$ cat config.mk
export PLATFORM = sky130hd
export DESIGN_NAME = sorted_id_set
export DESIGN_NICKNAME = d
export VERILOG_FILES = /design/src/sid_pkg.sv /design/src/sid_cell.sv /design/src/sorted_id_set.sv
export VERILOG_INCLUDE_DIRS = /design/src /design/src/src
export SDC_FILE = /design/constraint.sdc
export NUM_CORES = 2
export LEC_CHECK = 0
export BUFFER_PORTS_ARGS = -buffer_cell sky130_fd_sc_hd__buf_2
export CORE_ASPECT_RATIO = 0.5
export CORE_UTILIZATION = 38
export CTS_CLUSTER_DIAMETER = 40
export DETAILED_ROUTE_END_ITERATION = 16
export GPL_TIMING_DRIVEN = 0
export PLACE_DENSITY = 0.6
export SYNTH_ARGS = -nofsm -noshare
export SYNTH_HDL_FRONTEND = slang
export SYNTH_SLANG_ARGS = --single-unit
$ cat constraint.sdc
create_clock -name i_clk -period 5.6 [get_ports i_clk]
set_input_delay 0.84 -clock i_clk [delete_from_list [all_inputs] [get_ports i_clk]]
set_output_delay 0.84 -clock i_clk [all_outputs]
set_load 0.01 [all_outputs]
$ cat src/assert_macros.svh
// Assertion helpers for a module that checks its own logic.
`ifndef ASSERT_MACROS_SVH
`define ASSERT_MACROS_SVH

// A condition that must hold at every clock edge outside reset.
`define SID_ASSERT(lbl, cond, msg) \
    lbl: assert property (@(posedge i_clk) disable iff (!i_rst_n) (cond)) \
        else $error(msg);

// A condition that, once seen, implies another in the next cycle.
`define SID_ASSERT_NEXT(lbl, ante, cons, msg) \
    lbl: assert property (@(posedge i_clk) disable iff (!i_rst_n) \
        (ante) |=> (cons)) else $error(msg);

`endif

$ cat src/sid_pkg.sv
package sid_pkg;

    // Fixed field widths of the request and response, and the default capacity.
    localparam int KEY_WIDTH    = 32;
    localparam int OCC_WIDTH    = 5;
    localparam int CAPACITY_DEF = 16;

    typedef enum logic [1:0] {
        CMD_INSERT = 2'd0,
        CMD_LOOKUP = 2'd1,
        CMD_REMOVE = 2'd2,
        CMD_CLEAR  = 2'd3
    } t_sid_cmd;

    typedef enum logic [1:0] {
        ST_NOT_DONE = 2'd0,
        ST_DONE     = 2'd1,
        ST_FULL     = 2'd2
    } t_sid_status;

    typedef struct packed {
        t_sid_cmd               command;
        logic [KEY_WIDTH-1:0]   key;
    } t_sid_req;

    typedef struct packed {
        t_sid_status            status;
        logic [OCC_WIDTH-1:0]   occupancy;
    } t_sid_rsp;

    // Shift controls broadcast to every cell of the chain.
    typedef struct packed {
        logic shift_in;
        logic shift_out;
    } t_sid_ctl;

endpackage

$ cat src/sid_cell.sv
module sid_cell
    import sid_pkg::*;
#(
    parameter int CW  = 5,
    parameter int IDX = 0
) (
    input  logic                 i_clk,
    input  t_sid_ctl             i_ctl,
    input  logic [KEY_WIDTH-1:0] i_key,
    input  logic [CW-1:0]        i_count,
    input  logic [KEY_WIDTH-1:0] i_left_entry,
    input  logic                 i_left_lt,
    input  logic [KEY_WIDTH-1:0] i_right_entry,
    output logic [KEY_WIDTH-1:0] o_entry,
    output logic                 o_lt,
    output logic                 o_eq
);

    localparam logic [CW-1:0] POS = CW'(IDX);

    logic [KEY_WIDTH-1:0] r_entry;
    logic [KEY_WIDTH-1:0] n_entry;
    logic                 w_occupied;

    // Compare the broadcast key against the entry held here.
    assign w_occupied = (POS < i_count);
    assign o_lt       = w_occupied && (r_entry < i_key);
    assign o_eq       = w_occupied && (r_entry == i_key);
    assign o_entry    = r_entry;

    // Cells at or past the insert point take the key or their left
    // neighbour's entry; on removal they take their right neighbour's.
    always_comb begin
        n_entry = r_entry;
        if (i_ctl.shift_in && !o_lt) begin
            n_entry = i_left_lt ? i_key : i_left_entry;
        end else if (i_ctl.shift_out && !o_lt) begin
            n_entry = i_right_entry;
        end
    end

    always_ff @(posedge i_clk) begin
        r_entry <= n_entry;
    end

endmodule

$ cat src/sorted_id_set.sv
// Sorted set of unique IDs held in a chain of compare-and-shift cells.
// Requests enter on the input channel (i_in_valid, o_in_stall, i_in_data):
// a command (insert, lookup, remove, clear) and a key. Every request gives
// exactly one response on the output channel (o_out_valid, i_out_stall,
// o_out_data) carrying a status and the number of IDs held afterwards.
// A request is first registered; then every cell compares the key in
// parallel and, as the request executes, the chain shifts by one place to
// open or close a gap and the response is registered. One request is taken
// per cycle as long as the receiver keeps up: the single execute stage sets
// that rate, and the next request sees the set as the previous one left it.
// When the receiver stalls, the response register holds and the pending
// request waits in its stage; o_in_stall rises once that stage is occupied.
// Reset empties the set at once (the count clears; entry contents are
// left as they are and are not read until written) and drops any request
// or response in flight. Occupancy is reported in five bits.
module sorted_id_set
    import sid_pkg::*;
#(
    parameter int CAPACITY = CAPACITY_DEF
) (
    input  logic     i_clk,
    input  logic     i_rst_n,
    input  logic     i_in_valid,
    output logic     o_in_stall,
    input  t_sid_req i_in_data,
    output logic     o_out_valid,
    input  logic     i_out_stall,
    output t_sid_rsp o_out_data
);

`include "assert_macros.svh"

    localparam int CW = $clog2(CAPACITY + 1);
    localparam logic [CW-1:0] FULL_COUNT = CW'(CAPACITY);

    t_sid_req             r_req;
    logic                 r_req_valid;
    logic [CW-1:0]        r_count;
    logic [CW-1:0]        n_count;
    t_sid_rsp             r_rsp;
    logic                 r_rsp_valid;
    t_sid_status          w_status;
    t_sid_ctl             w_ctl;
    logic                 w_fire;
    logic                 w_present;
    logic                 w_full;
    logic [KEY_WIDTH-1:0] w_entry [CAPACITY];
    logic [CAPACITY-1:0]  w_lt;
    logic [CAPACITY-1:0]  w_eq;

    // The request executes when the response register is free or its response is being taken.
    assign w_fire     = r_req_valid && (!r_rsp_valid || !i_out_stall);
    assign o_in_stall = r_req_valid && !w_fire;
    assign w_present  = |w_eq;
    assign w_full     = (r_count == FULL_COUNT);

    // Chain of cells, each fed by its neighbours.
    for (genvar g = 0; g < CAPACITY; g++) begin : g_cell
        logic [KEY_WIDTH-1:0] w_left_entry;
        logic                 w_left_lt;
        logic [KEY_WIDTH-1:0] w_right_entry;

        if (g == 0) begin : g_first
            assign w_left_entry = r_req.key;
            assign w_left_lt    = 1'b1;
        end else begin : g_inner
            assign w_left_entry = w_entry[g-1];
            assign w_left_lt    = w_lt[g-1];
        end

        if (g == CAPACITY - 1) begin : g_last
            assign w_right_entry = w_entry[g];
        end else begin : g_body
            assign w_right_entry = w_entry[g+1];
        end

        sid_cell #(
            .CW  (CW),
            .IDX (g)
        ) u_cell (
            .i_clk         (i_clk),
            .i_ctl         (w_ctl),
            .i_key         (r_req.key),
            .i_count       (r_count),
            .i_left_entry  (w_left_entry),
            .i_left_lt     (w_left_lt),
            .i_right_entry (w_right_entry),
            .o_entry       (w_entry[g]),
            .o_lt          (w_lt[g]),
            .o_eq          (w_eq[g])
        );
    end

    // Command decode: status, new count and the shift controls.
    always_comb begin
        w_status        = ST_NOT_DONE;
        n_count         = r_count;
        w_ctl.shift_in  = 1'b0;
        w_ctl.shift_out = 1'b0;
        case (r_req.command)
            CMD_INSERT: begin
                if (w_present) begin
                    w_status = ST_NOT_DONE;
                end else if (w_full) begin
                    w_status = ST_FULL;
                end else begin
                    w_status       = ST_DONE;
                    n_count        = r_count + 1'b1;
                    w_ctl.shift_in = w_fire;
                end
            end
            CMD_LOOKUP: begin
                w_status = w_present ? ST_DONE : ST_NOT_DONE;
            end
            CMD_REMOVE: begin
                if (w_present) begin
                    w_status        = ST_DONE;
                    n_count         = r_count - 1'b1;
                    w_ctl.shift_out = w_fire;
                end
            end
            CMD_CLEAR: begin
                w_status = ST_DONE;
                n_count  = '0;
            end
            default: begin
                w_status = ST_NOT_DONE;
            end
        endcase
    end

    // Request stage and entry count.
    always_ff @(posedge i_clk) begin
        if (!i_rst_n) begin
            r_req_valid <= 1'b0;
            r_count     <= '0;
        end else begin
            if (w_fire) begin
                r_count <= n_count;
            end
            if (!o_in_stall) begin
                r_req_valid <= i_in_valid;
            end
        end
    end

    always_ff @(posedge i_clk) begin
        if (!o_in_stall && i_in_valid) begin
            r_req <= i_in_data;
        end
    end

    // Response register.
    always_ff @(posedge i_clk) begin
        if (!i_rst_n) begin
            r_rsp_valid <= 1'b0;
        end else if (w_fire) begin
            r_rsp_valid <= 1'b1;
        end else if (!i_out_stall) begin
            r_rsp_valid <= 1'b0;
        end
    end

    always_ff @(posedge i_clk) begin
        if (w_fire) begin
            r_rsp.status    <= w_status;
            r_rsp.occupancy <= OCC_WIDTH'(n_count);
        end
    end

    assign o_out_valid = r_rsp_valid;
    assign o_out_data  = r_rsp;

    // The count never passes the capacity of the chain.
    `SID_ASSERT(a_count_bound, r_count <= FULL_COUNT, "entry count above capacity")
    // A refusal is only given when every cell is in use.
    `SID_ASSERT(a_full_only_when_full, !(w_fire && w_status == ST_FULL) || w_full,
        "insert refused while the set has room")
    // A successful insert grows the set by exactly one entry.
    `SID_ASSERT_NEXT(a_insert_grows, w_ctl.shift_in, r_count == $past(r_count) + 1'b1,
        "insert did not add one entry")
    // A clear empties the set.
    `SID_ASSERT_NEXT(a_clear_empties, w_fire && r_req.command == CMD_CLEAR, r_count == '0,
        "clear left entries behind")

endmodule

==> run summary <==
status - complete, no violations
slowest CP cell - a2111oi_2
crit path capture type - register
Power per Cell Area - 261 nW/um^2
Leakage - 17.5 nW
Skew-Pair Late Insertion Delay - 710 ps
commonest non-fill, non-tap cells in the layout - 553 x edfxtp_1, 520 x ha_1, 452 x nand2_1
effective utilization at floorplan - 38.7%
Post-synth top flop - edfxtp_1
Final period util - 99.9%
WP data arrival - 5900 ps
CTS tree - built
global routing usage on met2 - 36.8%
worst hold path type - in -> reg
Synth Area in XOR/XNOR - 0.0448%
Worst EP required - 5910 ps
hold_sp - i_in_data[19]
Post-DP Area - 41400 sq um
Rows - 82
ordered cell list for the critical path - clkinvlp_4 -> ha_1 -> nand4_1 -> nor2_1 -> nand3_1 -> a2111oi_2 -> a2111oi_4 -> and2_1 -> buf_6 -> buf_6 -> o31ai_4 -> and2_4
most common cell after layout, fill and taps aside - edfxtp_1
Tot GR Track Use - 27.6%
placer congestion estimate - 1.01
hold path endpoint - g_cell[0].w_left_entry[19]
final layout net count - 4637
met1 usage - 40.7%
#FFs+latches synth - 560
clock-pin slew on the worst setup and hold paths - 60 ps
clock sinks - 560
met3 Track Usage GR - 10.8%
GR peak layer - met1
core area - 101000 sq um
# Max-Cap Violations - 0
Final Hold Fails - 0
RR Startpoint - g_cell[0].w_left_entry[26]
mapped cell area - 39100 sq um
Max Freq - 179 MHz
Design Area, Final - 44500 sq um
number of synthesized flops with an enable pin - 553
routed vias/inst - 6.12
RR Endpoint - g_cell[0].u_cell.o_entry[5]
Num CTS Buffers - 87
drt wl/cell - 26.9 um
fraction of synthesized area in multiplexers - 8.38%
Avg Cell Area, Syn - 9.95 sq um
First DRT Iteration DRCs - 4536
R2R setup slack - 7 ps
clock root cell - clkbuf_16
Setup Viol. Count Final - 0
fin util - 44.1%
Crit Path Max Fanout - 32
Post-Syn Instances - 3927
clk_skew - 44.1 ps
transition time of the tightest slew-check pin - 1330 ps
Yosys cell types - 72
maximum number of pins on one net before global-route repair - 33
CP max stage delay - 710 ps
PortBufs - 45
antenna violations before repair - 6
Post-Synth Simple-Gate Area - 12.7%
hpwl dp - 115000 um
kind of critical path - reg -> reg
Residual DRC - 0
H-tree levels - 3
Die Span X - 455 um
First-pass DRT Iterations - 9
RSZ-0062 raised after global routing - false
layout cell share with drive strength beyond 1 - 8.55%
Die Y - 229 um
worst r2r path cells - 12
total number of vias - 33600
placed cells - 5331
clock buffer depth - 3
WHS Path Cells - 1
Post-Layout Cell Count - 5499
vias in the first global route - 32200
final wirelength - 148000 um
overall power - 11.6 mW
Final ANT Viol Nets - 0
Post-Synth Adder-Cell Area - 16.7%
Seq/Total Area, Yosys - 42.9%
first-pass GRT wire length - 214000 um
Slew Limit Fails - 0
CP dominant cell by count - buf_6
Synth warnings - 0
I/O pin count - 47
Slew HR - 10.7%
Mapped Nets - 4485
Area growth syn-to-layout - 14.0%
Async SR Flop Fraction - 0%
Synth Area in Compound Gates - 16.3%
critical path launch point type - register
FILL cells - 9720
VDD IR max - 0.000241 V
Total Die Area - 104000 sq um
main combinational cell family by area after synthesis - adder cells
min cycle time layout - 5590 ps
cts hold-fix bufs - 0
global route total overflow - 0
-- what timing repair did --
action / in CTS / in global routing
buffers inserted: 0 / 2
resized for setup: 12 / 29
gates cloned: 0 / 3
hold endpoints to repair: 0 / 0
pin swaps: 0 / 2
endpoints found under the setup margin: 221 / 291
-- stage by stage --
step           worst slack (ps)  TNS, ps  hold slack, ps
2_1_floorplan               728        0             472
3_3_place_gp              -2490  -906210             483
3_5_place_dp               -938  -144690             547
4_1_cts                    29.2        0             292
5_1_grt                    39.4        0             304
6_report                   6.74        0             331
-- worst max-delay path: cells and delay by family (launching register included) --
family / cells / cell delay [ps]
adder cells (fa/ha/maj): 1 / 490
flip-flops: 1 / 560
AND/OR/NAND/NOR: 5 / 1970
buffers and inverters: 3 / 790
AO/OA/AOI/OAI: 3 / 1360
-- sequential cells by signal (all words and copies together), names as in the netlist --
| name | flops |
|---|---|
| g_cell.u_cell.o_entry | 512 |
| g_cell.w_left_entry | 32 |
| o_out_data | 7 |
| o_out_valid | 1 |
| r_count | 5 |
| r_req | 2 |
| r_req_valid | 1 |
-- area by class of cell --
class	count	area [sq um]	area share (%)
repair inverters	2	15.0	0.0337
flip-flops and latches	560	16700	37.6
plain buffers	216	887	1.99
multi-input cells	3071	21400	48.0
inverters	79	353	0.793
well taps	1344	1680	3.78
clock buffers	97	2310	5.19
diodes	3	7.51	0.0169
repair buffers	62	556	1.25
clock inverters	65	597	1.34
-- kinds of logic after synthesis --
logic type / count (synthesis)
AOI/OAI and AO/OA: 1120
adders and majority gates: 520
buffers and inverters: 297
DFF: 560
and+or+nand+nor: 1105
muxes: 323
xor gates and xnor gates: 2
-- synthesized netlist by cell type, types with 37 or more instances --
cell type,n,area share [%]
inv_1,79,0.76
clkbuf_1,158,1.5
buf_2,42,0.54
a21o_1,112,2.2
a21oi_1,396,5.1
nand2_1,452,4.3
mux2i_1,291,7.5
nor2b_1,37,0.59
o21ai_1,97,1.2
o21ai_0,362,4.6
nor3_1,68,0.87
ha_1,520,17
nand4_1,130,2.1
nor2_1,312,3.0
edfxtp_1,553,43
-- routing by layer --
metal  share of wire, %  wire length [um]
met2                 39             57200
met5             0.0054                 8
met3                 13             19800
met4                2.2              3280
met1                 46             67800
-- power by group --
group | internal (mW) | total (mW) | switching, mW
Sequential | 4.69 | 4.78 | 0.0829
Clock | 3.23 | 5.57 | 2.34
Combinational | 0.423 | 1.25 | 0.830
-- worst max path at each step --
stage / from / end / depth (start not counted) / slack, ps
2_1_floorplan: g_cell[0].w_left_entry[29] / g_cell[5].u_cell.o_entry[0] / 11 / 730
3_3_place_gp: g_cell[0].w_left_entry[27] / g_cell[5].u_cell.o_entry[6] / 11 / -2490
3_5_place_dp: g_cell[0].w_left_entry[26] / g_cell[0].u_cell.o_entry[5] / 12 / -940
4_1_cts: g_cell[0].w_left_entry[7] / g_cell[0].u_cell.o_entry[28] / 13 / 30
5_1_grt: g_cell[0].w_left_entry[4] / g_cell[2].u_cell.o_entry[5] / 12 / 40
6_report: g_cell[0].w_left_entry[26] / g_cell[0].u_cell.o_entry[5] / 12 / 7
No activity file was read; power rests on OpenSTA's default activity.
